## config.mk

```make
export PLATFORM = sky130hd
export DESIGN_NAME = lamport_mutex_node_flat
export DESIGN_NICKNAME = d
export VERILOG_FILES = /design/src/hw/rtl/lmx_pkg.sv /design/src/hw/rtl/lmx_if.sv /design/src/hw/rtl/lmx_ram.sv /design/src/hw/rtl/lmx_ctrl.sv /design/src/hw/rtl/lmx_dp.sv /design/src/hw/rtl/lamport_mutex_node.sv /design/src/flat_wrapper.sv
export SDC_FILE = /design/constraint.sdc
export NUM_CORES = 2
export LEC_CHECK = 0
export BUFFER_PORTS_ARGS = -buffer_cell sky130_fd_sc_hd__buf_2
export CAP_MARGIN = 10
export CORE_ASPECT_RATIO = 1.4
export CORE_MARGIN = 2
export CORE_UTILIZATION = 40
export DETAILED_ROUTE_END_ITERATION = 12
export GPL_ROUTABILITY_DRIVEN = 0
export PLACE_DENSITY_LB_ADDON = 0.1
export SLEW_MARGIN = 25
export SYNTH_ARGS = -nofsm -noshare
export SYNTH_HDL_FRONTEND = slang
export SYNTH_SLANG_ARGS = --single-unit
```

## constraint.sdc

```tcl
create_clock -name clk -period 13.8 [get_ports clk]
set_input_delay 2.76 -clock clk [delete_from_list [all_inputs] [get_ports clk]]
set_output_delay 2.76 -clock clk [all_outputs]
set_load 0.02 [all_outputs]
```

## src/hw/rtl/lmx_pkg.sv

```systemverilog
// Package for the Lamport mutex node: sizes, codes, queue entry type and
// controller/datapath command and status structs. No dependencies.
`timescale 1ns / 1ps
`default_nettype none

package lmx_pkg;

  localparam int NODES       = 16;
  localparam int QUEUE_DEPTH = 32;

  localparam int TS_W     = 31;
  localparam int NODE_W   = 4;
  localparam int NC_W     = 5;
  localparam int CMP_W    = 8;
  localparam int NIDX_W   = $clog2(NODES);
  localparam int QIDX_W   = $clog2(QUEUE_DEPTH);
  localparam int CNT_W    = $clog2(QUEUE_DEPTH + 1);
  localparam int ENTRY_W  = TS_W + NODE_W;

  localparam logic [TS_W-1:0] TS_MAX = {TS_W{1'b1}};

  localparam int CFG_ADDR_W = 1;
  localparam int CFG_DATA_W = 5;
  localparam logic [CFG_ADDR_W-1:0] CFG_OWN_ID     = 1'd0;
  localparam logic [CFG_ADDR_W-1:0] CFG_NODE_COUNT = 1'd1;

  localparam logic [2:0] FN_RECV_REQ  = 3'd0;
  localparam logic [2:0] FN_RECV_ACK  = 3'd1;
  localparam logic [2:0] FN_RECV_REL  = 3'd2;
  localparam logic [2:0] FN_LOCAL_LCK = 3'd3;
  localparam logic [2:0] FN_LOCAL_REL = 3'd4;

  localparam logic [1:0] KIND_REQ = 2'd0;
  localparam logic [1:0] KIND_ACK = 2'd1;
  localparam logic [1:0] KIND_REL = 2'd2;

  typedef struct packed {
    logic [TS_W-1:0]   stamp;
    logic [NODE_W-1:0] node;
  } entry_t;

  typedef struct packed {
    logic latch;
    logic exec;
    logic ins_rd;
    logic ins_cmp;
    logic ins_put;
    logic rem_rd;
    logic rem_cmp;
    logic grant_rd;
    logic grant_head;
    logic scan;
    logic load;
  } lmx_cmd_t;

  typedef struct packed {
    logic ins_go;
    logic rem_go;
    logic queue_empty;
    logic ins_place;
    logic ins_to_zero;
    logic rem_last;
    logic head_mine;
    logic no_peers;
    logic scan_end;
    logic out_free;
  } lmx_status_t;

  function automatic logic [TS_W-1:0] bump(input logic [TS_W-1:0] v);
    return (v == TS_MAX) ? TS_MAX : v + TS_W'(1);
  endfunction

endpackage

`default_nettype wire

```

## src/hw/rtl/lmx_if.sv

```systemverilog
// Channel interfaces for the Lamport mutex node: request items in, results out.
// Depends on lmx_pkg.
`timescale 1ns / 1ps
`default_nettype none

interface lmx_req_if import lmx_pkg::*; ();
  logic              valid;
  logic              ready;
  logic [2:0]        func;
  logic [TS_W-1:0]   msg_timestamp;
  logic [NODE_W-1:0] msg_node;

  modport source (output valid, func, msg_timestamp, msg_node, input ready);
  modport sink   (input valid, func, msg_timestamp, msg_node, output ready);
endinterface

interface lmx_rsp_if import lmx_pkg::*; ();
  logic              valid;
  logic              ready;
  logic              send_valid;
  logic [1:0]        send_kind;
  logic              send_broadcast;
  logic [NODE_W-1:0] send_target;
  logic [TS_W-1:0]   send_timestamp;
  logic              granted;
  logic [TS_W-1:0]   clock_now;
  logic              queue_overflow;

  modport source (output valid, send_valid, send_kind, send_broadcast, send_target,
                  send_timestamp, granted, clock_now, queue_overflow, input ready);
  modport sink   (input valid, send_valid, send_kind, send_broadcast, send_target,
                  send_timestamp, granted, clock_now, queue_overflow, output ready);
endinterface

`default_nettype wire

```

## src/hw/rtl/lmx_ram.sv

```systemverilog
// Generic single-write, single-read RAM with registered read data.
// No dependencies.
`timescale 1ns / 1ps
`default_nettype none

module lmx_ram #(
  parameter int WIDTH = 8,
  parameter int DEPTH = 16
) (
  input  wire                      clk,
  input  wire                      we,
  input  wire  [$clog2(DEPTH)-1:0] waddr,
  input  wire  [WIDTH-1:0]         wdata,
  input  wire  [$clog2(DEPTH)-1:0] raddr,
  output logic [WIDTH-1:0]         rdata
);

  logic [WIDTH-1:0] mem [DEPTH];

  always_ff @(posedge clk) begin
    if (we) begin
      mem[waddr] <= wdata;
    end
    rdata <= mem[raddr];
  end

endmodule

`default_nettype wire

```

## src/hw/rtl/lmx_ctrl.sv

```systemverilog
// Controller FSM for the Lamport mutex node: sequences clock update, queue
// walk, grant scan and result load. Depends on lmx_pkg.
`timescale 1ns / 1ps
`default_nettype none

module lmx_ctrl import lmx_pkg::*; (
  input  wire         clk,
  input  wire         rst,
  input  wire         req_valid,
  output logic        req_ready,
  input  lmx_status_t st,
  output lmx_cmd_t    cmd
);

  localparam logic [3:0] S_IDLE  = 4'd0;
  localparam logic [3:0] S_EXEC  = 4'd1;
  localparam logic [3:0] S_DISP  = 4'd2;
  localparam logic [3:0] S_IRD   = 4'd3;
  localparam logic [3:0] S_ICMP  = 4'd4;
  localparam logic [3:0] S_IPUT  = 4'd5;
  localparam logic [3:0] S_RRD   = 4'd6;
  localparam logic [3:0] S_RCMP  = 4'd7;
  localparam logic [3:0] S_GRD   = 4'd8;
  localparam logic [3:0] S_GHEAD = 4'd9;
  localparam logic [3:0] S_GSCAN = 4'd10;
  localparam logic [3:0] S_DONE  = 4'd11;

  logic [3:0] state, state_next;

  always_ff @(posedge clk) begin
    if (rst) begin
      state <= S_IDLE;
    end else begin
      state <= state_next;
    end
  end

  always_comb begin
    state_next = state;
    cmd        = '0;
    req_ready  = 1'b0;
    case (state)
      S_IDLE: begin
        req_ready = 1'b1;
        cmd.latch = req_valid;
        if (req_valid) state_next = S_EXEC;
      end
      S_EXEC: begin
        cmd.exec   = 1'b1;
        state_next = S_DISP;
      end
      S_DISP: begin
        if (st.ins_go) begin
          state_next = st.queue_empty ? S_IPUT : S_IRD;
        end else if (st.rem_go) begin
          state_next = st.queue_empty ? S_GRD : S_RRD;
        end else begin
          state_next = S_GRD;
        end
      end
      S_IRD: begin
        cmd.ins_rd = 1'b1;
        state_next = S_ICMP;
      end
      S_ICMP: begin
        cmd.ins_cmp = 1'b1;
        if (st.ins_place)        state_next = S_GRD;
        else if (st.ins_to_zero) state_next = S_IPUT;
        else                     state_next = S_IRD;
      end
      S_IPUT: begin
        cmd.ins_put = 1'b1;
        state_next  = S_GRD;
      end
      S_RRD: begin
        cmd.rem_rd = 1'b1;
        state_next = S_RCMP;
      end
      S_RCMP: begin
        cmd.rem_cmp = 1'b1;
        state_next  = st.rem_last ? S_GRD : S_RRD;
      end
      S_GRD: begin
        cmd.grant_rd = 1'b1;
        state_next   = S_GHEAD;
      end
      S_GHEAD: begin
        cmd.grant_head = 1'b1;
        state_next     = (!st.head_mine || st.no_peers) ? S_DONE : S_GSCAN;
      end
      S_GSCAN: begin
        cmd.scan = 1'b1;
        if (st.scan_end) state_next = S_DONE;
      end
      S_DONE: begin
        if (st.out_free) begin
          cmd.load   = 1'b1;
          state_next = S_IDLE;
        end
      end
      default: state_next = S_IDLE;
    endcase
  end

endmodule

`default_nettype wire

```

## src/hw/rtl/lmx_dp.sv

```systemverilog
// Datapath for the Lamport mutex node: logical clock, ack table, sorted
// queue in RAM, walk index, config registers and output register.
// Depends on lmx_pkg and lmx_ram.
`timescale 1ns / 1ps
`default_nettype none

module lmx_dp import lmx_pkg::*; (
  input  wire                    clk,
  input  wire                    rst,
  input  wire                    cfg_we,
  input  wire [CFG_ADDR_W-1:0]   cfg_addr,
  input  wire [CFG_DATA_W-1:0]   cfg_wdata,
  input  wire [2:0]              in_func,
  input  wire [TS_W-1:0]         in_ts,
  input  wire [NODE_W-1:0]       in_node,
  input  lmx_cmd_t               cmd,
  output lmx_status_t            st,
  input  wire                    rsp_ready,
  output logic                   rsp_valid,
  output logic                   o_send_valid,
  output logic [1:0]             o_send_kind,
  output logic                   o_send_broadcast,
  output logic [NODE_W-1:0]      o_send_target,
  output logic [TS_W-1:0]        o_send_timestamp,
  output logic                   o_granted,
  output logic [TS_W-1:0]        o_clock_now,
  output logic                   o_queue_overflow
);

  // config
  logic [NODE_W-1:0] own_id;
  logic [NC_W-1:0]   node_count;

  // state
  logic [TS_W-1:0]   lclock;
  logic [CNT_W-1:0]  count;
  logic [TS_W-1:0]   ack [NODES];

  // current item
  logic [2:0]        it_func;
  logic [TS_W-1:0]   it_ts;
  logic [NODE_W-1:0] it_node;

  // walk
  logic              ins_go, rem_go, found;
  entry_t            key;
  logic [QIDX_W-1:0] j;
  logic [CMP_W-1:0]  si;
  logic [TS_W-1:0]   mine;

  // pending result
  logic              r_sv, r_bc, r_gr, r_ovf;
  logic [1:0]        r_kind;
  logic [NODE_W-1:0] r_tgt;
  logic [TS_W-1:0]   r_sts;

  // RAM
  logic              ram_we;
  logic [QIDX_W-1:0] ram_waddr, ram_raddr;
  entry_t            ram_wdata, rd;

  lmx_ram #(.WIDTH(ENTRY_W), .DEPTH(QUEUE_DEPTH)) u_queue (
    .clk   (clk),
    .we    (ram_we),
    .waddr (ram_waddr),
    .wdata (ram_wdata),
    .raddr (ram_raddr),
    .rdata (rd)
  );

  logic [TS_W-1:0]  mx, b1, b2, lb;
  logic             full, greater, match, last, fail;
  logic [CMP_W-1:0] n_eff, own_ext, node_ext, nc_ext;
  logic [CNT_W-1:0] cnt_m1;

  always_comb begin
    mx       = (it_ts > lclock) ? it_ts : lclock;
    b1       = bump(mx);
    b2       = bump(b1);
    lb       = bump(lclock);
    full     = (count >= CNT_W'(QUEUE_DEPTH));
    cnt_m1   = count - CNT_W'(1);
    own_ext  = CMP_W'(own_id);
    node_ext = CMP_W'(it_node);
    nc_ext   = CMP_W'(node_count);
    n_eff    = (nc_ext > CMP_W'(NODES)) ? CMP_W'(NODES) : nc_ext;
    greater  = (rd.stamp > key.stamp) || ((rd.stamp == key.stamp) && (rd.node > key.node));
    match    = !found && (rd.node == key.node);
    last     = (CNT_W'(j) == cnt_m1);
    fail     = (si != own_ext) && (ack[si[NIDX_W-1:0]] < mine);
  end

  always_comb begin
    ram_we    = 1'b0;
    ram_waddr = j + QIDX_W'(1);
    ram_wdata = rd;
    ram_raddr = '0;
    if (cmd.ins_cmp) begin
      ram_we    = 1'b1;
      ram_wdata = greater ? rd : key;
    end else if (cmd.ins_put) begin
      ram_we    = 1'b1;
      ram_waddr = '0;
      ram_wdata = key;
    end else if (cmd.rem_cmp) begin
      ram_we    = found;
      ram_waddr = j - QIDX_W'(1);
    end else if (cmd.ins_rd || cmd.rem_rd) begin
      ram_raddr = j;
    end else if (cmd.grant_rd) begin
      ram_raddr = '0;
    end
  end

  always_comb begin
    st.ins_go      = ins_go;
    st.rem_go      = rem_go;
    st.queue_empty = (count == '0);
    st.ins_place   = !greater;
    st.ins_to_zero = greater && (j == '0);
    st.rem_last    = last;
    st.head_mine   = (count != '0) && (rd.node == own_id);
    st.no_peers    = (n_eff == '0);
    st.scan_end    = fail || (si == n_eff - CMP_W'(1));
    st.out_free    = !rsp_valid || rsp_ready;
  end

  always_ff @(posedge clk) begin
    if (rst) begin
      own_id     <= '0;
      node_count <= NC_W'(2);
      lclock     <= '0;
      count      <= '0;
      ins_go     <= 1'b0;
      rem_go     <= 1'b0;
      rsp_valid  <= 1'b0;
      for (int k = 0; k < NODES; k++) ack[k] <= '0;
    end else begin
      if (cfg_we) begin
        if (cfg_addr == CFG_OWN_ID)     own_id     <= cfg_wdata[NODE_W-1:0];
        if (cfg_addr == CFG_NODE_COUNT) node_count <= cfg_wdata[NC_W-1:0];
      end

      if (cmd.latch) begin
        it_func <= in_func;
        it_ts   <= in_ts;
        it_node <= in_node;
      end

      if (cmd.exec) begin
        ins_go <= 1'b0;
        rem_go <= 1'b0;
        found  <= 1'b0;
        r_sv   <= 1'b0;
        r_kind <= KIND_REQ;
        r_bc   <= 1'b0;
        r_tgt  <= '0;
        r_sts  <= '0;
        r_ovf  <= 1'b0;
        case (it_func)
          FN_RECV_REQ: begin
            lclock <= b2;
            key    <= '{stamp: it_ts, node: it_node};
            j      <= cnt_m1[QIDX_W-1:0];
            ins_go <= !full;
            r_ovf  <= full;
            if (it_node != own_id) begin
              r_sv   <= 1'b1;
              r_kind <= KIND_ACK;
              r_tgt  <= it_node;
              r_sts  <= b2;
            end
          end
          FN_RECV_ACK: begin
            lclock <= b1;
            if (node_ext < CMP_W'(NODES)) ack[node_ext[NIDX_W-1:0]] <= it_ts;
          end
          FN_RECV_REL: begin
            lclock <= b1;
            key    <= '{stamp: it_ts, node: it_node};
            j      <= '0;
            rem_go <= 1'b1;
          end
          FN_LOCAL_LCK: begin
            lclock <= lb;
            key    <= '{stamp: lb, node: own_id};
            j      <= cnt_m1[QIDX_W-1:0];
            ins_go <= !full;
            r_ovf  <= full;
            if (!full) begin
              r_sv   <= 1'b1;
              r_kind <= KIND_REQ;
              r_bc   <= 1'b1;
              r_sts  <= lb;
            end
          end
          FN_LOCAL_REL: begin
            lclock <= lb;
            key    <= '{stamp: lb, node: own_id};
            j      <= '0;
            rem_go <= 1'b1;
            r_sv   <= 1'b1;
            r_kind <= KIND_REL;
            r_bc   <= 1'b1;
            r_sts  <= lb;
          end
          default: ;
        endcase
      end

      if (cmd.ins_cmp) begin
        if (!greater)          count <= count + CNT_W'(1);
        else if (j != '0)      j     <= j - QIDX_W'(1);
      end

      if (cmd.ins_put) count <= count + CNT_W'(1);

      if (cmd.rem_cmp) begin
        if (match) found <= 1'b1;
        if (last) begin
          if (found || match) count <= cnt_m1;
        end else begin
          j <= j + QIDX_W'(1);
        end
      end

      if (cmd.grant_head) begin
        r_gr <= st.head_mine;
        mine <= rd.stamp;
        si   <= '0;
      end

      if (cmd.scan) begin
        if (fail) r_gr <= 1'b0;
        si <= si + CMP_W'(1);
      end

      if (rsp_valid && rsp_ready) rsp_valid <= 1'b0;
      if (cmd.load) begin
        rsp_valid        <= 1'b1;
        o_send_valid     <= r_sv;
        o_send_kind      <= r_kind;
        o_send_broadcast <= r_bc;
        o_send_target    <= r_tgt;
        o_send_timestamp <= r_sts;
        o_granted        <= r_gr;
        o_clock_now      <= lclock;
        o_queue_overflow <= r_ovf;
      end
    end
  end

endmodule

`default_nettype wire

```

## src/hw/rtl/lamport_mutex_node.sv

```systemverilog
// Top level of one node of Lamport's distributed lock.
// Depends on lmx_pkg, lmx_if, lmx_ctrl, lmx_dp, lmx_ram.
//
//  channel | dir | handshake         | payload
//  --------+-----+-------------------+----------------------------------------
//  req     | in  | valid/ready       | func, msg_timestamp, msg_node
//  rsp     | out | valid/ready       | send_*, granted, clock_now, overflow
//  cfg     | in  | cfg_we (no ready) | cfg_addr 0 own_id, 1 node_count
//
// One item at a time. After the req transfer an item goes through setup (exec,
// dispatch), a read and a compare state per queue entry walked (sorted insert
// walks from the tail until the slot is found, release walks the whole queue;
// one RAM read port), a put state when an insert lands at the head or in an
// empty queue, the head read, then the ack scan, one peer per step (skipped
// unless our request heads the queue, cut short at the first stale ack), the
// result register load and the idle state, where the next req transfer is taken.
// Reset (rst, synchronous) clears clock, queue fill count and ack table; the
// queue RAM needs no clearing since only entries below the fill count are read.
// The result register holds while rsp stalls; a new req transfer is taken as
// soon as the previous item's result is loaded, even if it is not yet taken.
`timescale 1ns / 1ps
`default_nettype none

module lamport_mutex_node import lmx_pkg::*; (
  input  wire                  clk,
  input  wire                  rst,
  input  wire                  cfg_we,
  input  wire [CFG_ADDR_W-1:0] cfg_addr,
  input  wire [CFG_DATA_W-1:0] cfg_wdata,
  lmx_req_if.sink              req,
  lmx_rsp_if.source            rsp
);

  lmx_cmd_t    cmd;
  lmx_status_t st;

  // sequencing
  lmx_ctrl u_ctrl (
    .clk       (clk),
    .rst       (rst),
    .req_valid (req.valid),
    .req_ready (req.ready),
    .st        (st),
    .cmd       (cmd)
  );

  // state, queue RAM and result register
  lmx_dp u_dp (
    .clk              (clk),
    .rst              (rst),
    .cfg_we           (cfg_we),
    .cfg_addr         (cfg_addr),
    .cfg_wdata        (cfg_wdata),
    .in_func          (req.func),
    .in_ts            (req.msg_timestamp),
    .in_node          (req.msg_node),
    .cmd              (cmd),
    .st               (st),
    .rsp_ready        (rsp.ready),
    .rsp_valid        (rsp.valid),
    .o_send_valid     (rsp.send_valid),
    .o_send_kind      (rsp.send_kind),
    .o_send_broadcast (rsp.send_broadcast),
    .o_send_target    (rsp.send_target),
    .o_send_timestamp (rsp.send_timestamp),
    .o_granted        (rsp.granted),
    .o_clock_now      (rsp.clock_now),
    .o_queue_overflow (rsp.queue_overflow)
  );

endmodule

`default_nettype wire

```

## src/flat_wrapper.sv

```systemverilog
// flat-port wrapper written by rule: the top's interface ports become plain ports
module lamport_mutex_node_flat import lmx_pkg::*;
  (clk, rst, cfg_we, cfg_addr, cfg_wdata, req_valid, req_func, req_msg_timestamp, req_msg_node, req_ready, rsp_valid, rsp_send_valid, rsp_send_kind, rsp_send_broadcast, rsp_send_target, rsp_send_timestamp, rsp_granted, rsp_clock_now, rsp_queue_overflow, rsp_ready);
  lmx_req_if req_i ();
  lmx_rsp_if rsp_i ();
  input  wire clk;
  input  wire rst;
  input  wire cfg_we;
  input  wire [CFG_ADDR_W-1:0] cfg_addr;
  input  wire [CFG_DATA_W-1:0] cfg_wdata;
  input wire logic [$bits(req_i.valid)-1:0] req_valid;
  input wire logic [$bits(req_i.func)-1:0] req_func;
  input wire logic [$bits(req_i.msg_timestamp)-1:0] req_msg_timestamp;
  input wire logic [$bits(req_i.msg_node)-1:0] req_msg_node;
  output wire logic [$bits(req_i.ready)-1:0] req_ready;
  output wire logic [$bits(rsp_i.valid)-1:0] rsp_valid;
  output wire logic [$bits(rsp_i.send_valid)-1:0] rsp_send_valid;
  output wire logic [$bits(rsp_i.send_kind)-1:0] rsp_send_kind;
  output wire logic [$bits(rsp_i.send_broadcast)-1:0] rsp_send_broadcast;
  output wire logic [$bits(rsp_i.send_target)-1:0] rsp_send_target;
  output wire logic [$bits(rsp_i.send_timestamp)-1:0] rsp_send_timestamp;
  output wire logic [$bits(rsp_i.granted)-1:0] rsp_granted;
  output wire logic [$bits(rsp_i.clock_now)-1:0] rsp_clock_now;
  output wire logic [$bits(rsp_i.queue_overflow)-1:0] rsp_queue_overflow;
  input wire logic [$bits(rsp_i.ready)-1:0] rsp_ready;
  assign req_i.valid = req_valid;
  assign req_i.func = req_func;
  assign req_i.msg_timestamp = req_msg_timestamp;
  assign req_i.msg_node = req_msg_node;
  assign req_ready = req_i.ready;
  assign rsp_valid = rsp_i.valid;
  assign rsp_send_valid = rsp_i.send_valid;
  assign rsp_send_kind = rsp_i.send_kind;
  assign rsp_send_broadcast = rsp_i.send_broadcast;
  assign rsp_send_target = rsp_i.send_target;
  assign rsp_send_timestamp = rsp_i.send_timestamp;
  assign rsp_granted = rsp_i.granted;
  assign rsp_clock_now = rsp_i.clock_now;
  assign rsp_queue_overflow = rsp_i.queue_overflow;
  assign rsp_i.ready = rsp_ready;
  lamport_mutex_node u_core (.clk(clk), .rst(rst), .cfg_we(cfg_we), .cfg_addr(cfg_addr), .cfg_wdata(cfg_wdata), .req(req_i), .rsp(rsp_i));
endmodule
```

### Yosys cells after proc, flatten, opt, wreduce, memory -nomap -nowiden

Memories as Yosys holds them, arrays and structs flattened. A register that Yosys moved wholly into a read port is not among the register bits.
Cells that the tools add are included.

* register bits: 284
* bits in latches: 0
* RAM bits: 1616
* memory bits (read-only): 0
* bits of input ports: 49
* output and inout bits: 74
* memories kept: 2

Memories
* u_core.u_dp.u_queue.mem: depth 32, bits a word 35, read ports 1, clocked after Yosys merged registers in 1, write ports 1, line lmx_ram.sv:18 `logic [WIDTH-1:0] mem [DEPTH];`
* u_core.u_dp.ack: depth 16, bits a word 31, read ports 1, clocked after Yosys merged registers in 1, write ports 16, line lmx_dp.sv:37 `logic [TS_W-1:0] ack [NODES];`

* add/subtract/negate cells: 9
* $mul: 0
* divide/modulo/power cells: 0
* magnitude comparators: 7
* equality and inequality tests: 28
* shift-type cells: 0
* multiplexer cells: 91
* bitwise gates (word level): 2
* reductions and logical operators: 44

Operators with widths (number)
* 2-to-1 mux 31 bit: 7
* case mux 31 bit (3 select lines): 2
* 2-to-1 mux 35 bit: 3
* adder 31 x 1 -> 31 bit, second input constant: 3
* equality test 31 bit, second input constant: 3
* 2-to-1 mux 5 bit: 14
* case mux 35 bit (2 select lines): 1
* > comparator 31 bit: 2
* case mux 4 bit (12 select lines): 1
* 2-to-1 mux 4 bit: 10
* 2-to-1 mux 1 bit: 39
* 2-to-1 mux 6 bit: 6
* equality test 31 bit: 1
* less-than comparator 31 bit: 1
* OR reduction 31 bit: 1
* AND reduction 2 bit: 9
* equality test 4 x 3 -> 1 bit, second input constant: 4
* equality test 4 bit, second input constant: 4
* 2-to-1 mux 8 bit: 2
* case mux 5 bit (2 select lines): 1
* OR reduction 2 bit: 5
* adder 8 x 1 -> 8 bit, second input constant: 1
* equality test 4 x 2 -> 1 bit, second input constant: 2
* equality test 4 bit: 2
* other kinds (37): 57

### Longest topological paths before layout

* word-level depth: 9
* depth in mapped cells: 31
* mapped depth without buffers: 24

### Hierarchy

From an unflattened synthesis, not the netlist that was laid out.

* cell total of the unflattened synthesis: 5836
* area, all modules: 85379.4 sq um

By module, submodules not included
* lmx_ram: times used 1, cells an instance 2469, area an instance 44546.5 sq um, sequential area each 34332.9 sq um
* lmx_dp: times used 1, cells an instance 3297, area an instance 40383.7 sq um, sequential area each 22892.0 sq um
* lmx_ctrl: times used 1, cells an instance 70, area an instance 449.2 sq um, sequential area each 80.1 sq um

### Least setup slack after synthesis

OpenSTA, ideal clock, no wires.

* path type: in2reg
* start: in rst
* end: reg u_core.u_dp.o_clock_now[0], enable pin
* library setup time: 0.502 ns
* data arrival time: 6.187 ns
* required time: 13.298 ns
* setup slack: 7.111 ns
* cell stages on the path: 4
* cells stage by stage: inv_1 clkbuf_1 nand2_1 nor2_1

* longest elaborated chain between the ends: 2

Ends and longest elaborated chain
* start, declared: line flat_wrapper.sv:7 `input wire rst;`
* inverter 1 bit (no source line)
* AND reduction 2 bit (no source line)
* end signal, assigned: line lmx_dp.sv:247 `o_clock_now <= lclock;`
* end, declared: line lmx_dp.sv:26 `output logic [TS_W-1:0] o_clock_now,`

No other way between the ends.
A chain may end at the register's enable or synchronous reset.

### Final worst setup path

* start: reg u_core.u_dp.it_ts[27]
* end: reg u_core.u_dp.lclock[22]

* longest elaborated chain between the ends: 7
* elaborated cells between the ends (all ways): 9
* classes of those cells: add/sub: 2; order compare: 1; eq/ne: 2; mux: 4

Ends and longest elaborated chain
* start, declared: line lmx_dp.sv:41 `logic [TS_W-1:0] it_ts;`
* start signal, assigned: line lmx_dp.sv:146 `it_ts <= in_ts;`
* > comparator 31 bit: line lmx_dp.sv:77 `mx = (it_ts > lclock) ? it_ts : lclock;`
* 2-to-1 mux 31 bit (*): line lmx_dp.sv:77
* adder 31 x 1 -> 31 bit / equality test 31 bit (equally long branches): line lmx_pkg.sv:70 `return (v == TS_MAX) ? TS_MAX : v + TS_W'(1);`
* 2-to-1 mux 31 bit (*): line lmx_pkg.sv:70
* adder 31 x 1 -> 31 bit / equality test 31 bit (equally long branches): line lmx_pkg.sv:70
* 2-to-1 mux 31 bit: line lmx_pkg.sv:70
* case mux 31 bit (3 select lines) (*): line lmx_dp.sv:160 `case (it_func)`
* end signal, assigned: line lmx_dp.sv:185 `lclock <= lb;`
* end signal, assigned: line lmx_dp.sv:198 `lclock <= lb;`
* end, declared: line lmx_dp.sv:35 `logic [TS_W-1:0] lclock;`

Mark *: on every way between the ends. The rest lies on a longest branch, timed or not.

==> results.json <==
{
  "status": "finished, final reports clean",
  "fillCellCount": 18600,
  "dieWidth_um": 393,
  "synth_nets": 5691,
  "postCtsSetupBuffers": 0,
  "maxCapViolCount": 0,
  "vias_per_cell": 5.84,
  "multi_input_area_um2": 26200,
  "gr-total-overflow": 0,
  "synth_seq_cells": 1939,
  "track_usage": 0.250,
  "drt-total-wl_mm": 270,
  "layout_commonest_cell": "edfxtp_1",
  "drv_slew": 0,
  "fin_nets": 5738,
  "postPlaceCellArea_um2": 89000,
  "grt_pass1_wl_mm": 381,
  "antenna_found_initial": 9,
  "leakage_nw": 32.3,
  "die_area_um2": 215000,
  "synthArstFlopShare": 0,
  "cts_tree": "done",
  "synth_cell_types": 87,
  "final_hold_viol_count": 0,
  "syn2layout_area_growth_pct": 13.0,
  "regArea_um2": 57300,
  "fin_ws_ns": 4.77,
  "cts-root-buf": "clkbuf_16",
  "post-place-cells": 8202,
  "clk_latency_ns": 0.86,
  "powerDensity_nw_per_um2": 166,
  "grt_pass1_vias": 50500,
  "arrival_ns": 9.72,
  "synth_top_area_cell": "edfxtp_1",
  "cp_max_fo": 31,
  "final_cell_mix": "edfxtp_1 (1,847), nand2_1 (498), mux4_2 (435)",
  "dr_total_vias": 50000,
  "fp-row-count": 199,
  "fin_crit_sh": 0.654,
  "ir_drop_mv": 0.132,
  "yosys-top-cells-area": "edfxtp_1 (66%), mux4_2 (12%), and2_1 (2.9%)",
  "drc": 0,
  "initial_core_util": 0.402,
  "start_kind": "flip-flop",
  "holdWs_ns": 0.421,
  "syn_inst": 5536,
  "tns_ns": 0,
  "clk_pin_slew_ns": 0.06,
  "dp_slack_ns": 5.10,
  "cp.required_ns": 14.49,
  "ant_nets": 0,
  "finClkSkew_ns": 0.0460,
  "fmax_ghz": 0.111,
  "hold_class": "reg2reg",
  "core_um2": 210000,
  "pin_count": 123,
  "final_cell_count_no_fill": 8570,
  "grt_setup_unrepaired": "no",
  "finalSetupViolations": 0,
  "htreeDepth": 4,
  "numPortBuffers": 122,
  "synth_area_um2": 84600,
  "grt_max_degree": 94,
  "yosysWarningCount": 0,
  "drtPass1Iterations": 7,
  "postSynthAreaPerCell_um2": 15.3,
  "worst_pin_slew_ns": 1.11,
  "wl_per_cell_um": 31.5,
  "die_h_um": 548,
  "synth-edff-count": 1847,
  "hold_buffers": 0,
  "cts_sinks": 1939,
  "synth_flop_cell": "edfxtp_1",
  "first_iter_violations": 4815,
  "cts_resized": 0,
  "relSlewSlack": 0.261,
  "ys_seq_area_frac": 0.678,
  "post-route-min-period_ns": 9.03,
  "netlist.area_leader.share": 0.656,
  "clk_path_buf_depth": 3,
  "cts_buffers": 192,
  "endpoint_kind": "flip-flop",
  "critPathKind": "reg2reg",
  "drive_gt1_frac": 0.202,
  "dp.final_hpwl_mm": 158,
  "finish.instance_area_um2": 95600
}
cell families after synthesis:
kind of cell / count (synthesis) / share of synthesized area
flops: 1939 / 0.678
compound gates: 572 / 0.0430
xor+xnor: 122 / 0.0126
fa+ha+maj: 106 / 0.0157
simple gates: 1804 / 0.107
buf+inv: 526 / 0.0240
mux: 467 / 0.120
registers in the layout (all words and copies together) (netlist names), 35 cells and up, named ones only:
signal	cells
u_core.u_dp.u_queue.rdata	35
u_core.u_dp.ack	496
u_core.u_dp.key	35
u_core.u_dp.u_queue.mem	1120
synthesized netlist by cell type, drive strengths merged (61+ instances only):
master	number
nor3	161
and2	395
clkbuf	285
buf	117
xnor2	78
inv	119
nand4	61
nor2	231
nand2	506
ha	106
mux4	435
edfxtp	1847
o21ai	218
dfxtp	92
nor4	71
nand3	262
a21oi	115
per-layer routing:
metal,vias up,global-route usage,wire (µm)
li1,21400,-,-
met3,490,0.0329,14100
met4,6,0.0898,10600
met2,1764,0.441,140000
met5,-,0,47
met1,26400,0.313,105000
worst paths after layout:
check                                           start                          endpoint  slack (ns)  depth (start not counted)
worst max-delay path            u_core.u_dp.it_ts[27]            u_core.u_dp.lclock[22]        4.77                         22
worst min-delay path            u_core.u_dp.r_sts[13]  u_core.u_dp.o_send_timestamp[13]        0.42                          0
worst max register to register  u_core.u_dp.it_ts[27]            u_core.u_dp.lclock[22]        4.77                         22
worst min register to register  u_core.u_dp.r_sts[13]  u_core.u_dp.o_send_timestamp[13]        0.42                          0
report_power, final:
part | total [mW] | internal (mW) | switching, mW
sequential | 7.46 | 7.13 | 0.328
clock | 5.30 | 2.97 | 2.33
combinational | 3.14 | 0.940 | 2.20
total | 15.9 | 11.0 | 4.86
metrics by stage:
stage / total power [mW] / util
after floorplan: 9.36 / -
after global placement: 10.6 / 0.423
after detailed placement: 10.7 / 0.424
after CTS: 16.0 / 0.454
after global routing: 16.4 / 0.455
final: 15.9 / 0.455
critical path, cell delays in order (launching register included):
cell and delay (ns):
edfxtp_1 0.96, ha_1 0.38, nand4_1 0.20, nor2_1 0.10
a211oi_1 0.49, and4_1 0.92, nor2_2 0.20, buf_4 0.32
o21ai_0 0.20, ha_1 0.45, nand3_2 0.26, or4_1 0.79
nor3_4 0.69, a21o_1 0.33, nor2_1 0.10, inv_1 0.09
ha_1 0.52, o21ai_0 0.17, o31a_1 0.36, a2111oi_2 0.64
nand2_1 0.17, nor4b_1 0.36, nor3b_1 0.09
final cells by class:
type | instances | share of cell area
diodes | 5 | 0.000131
clock buffers | 276 | 0.0568
clock inverters | 86 | 0.00957
inverters | 124 | 0.00487
multi-input cells | 3071 | 0.274
flip-flops and latches | 1939 | 0.600
well taps | 2814 | 0.0368
repair buffers | 255 | 0.0175
(Power assumes the default switching activity.)
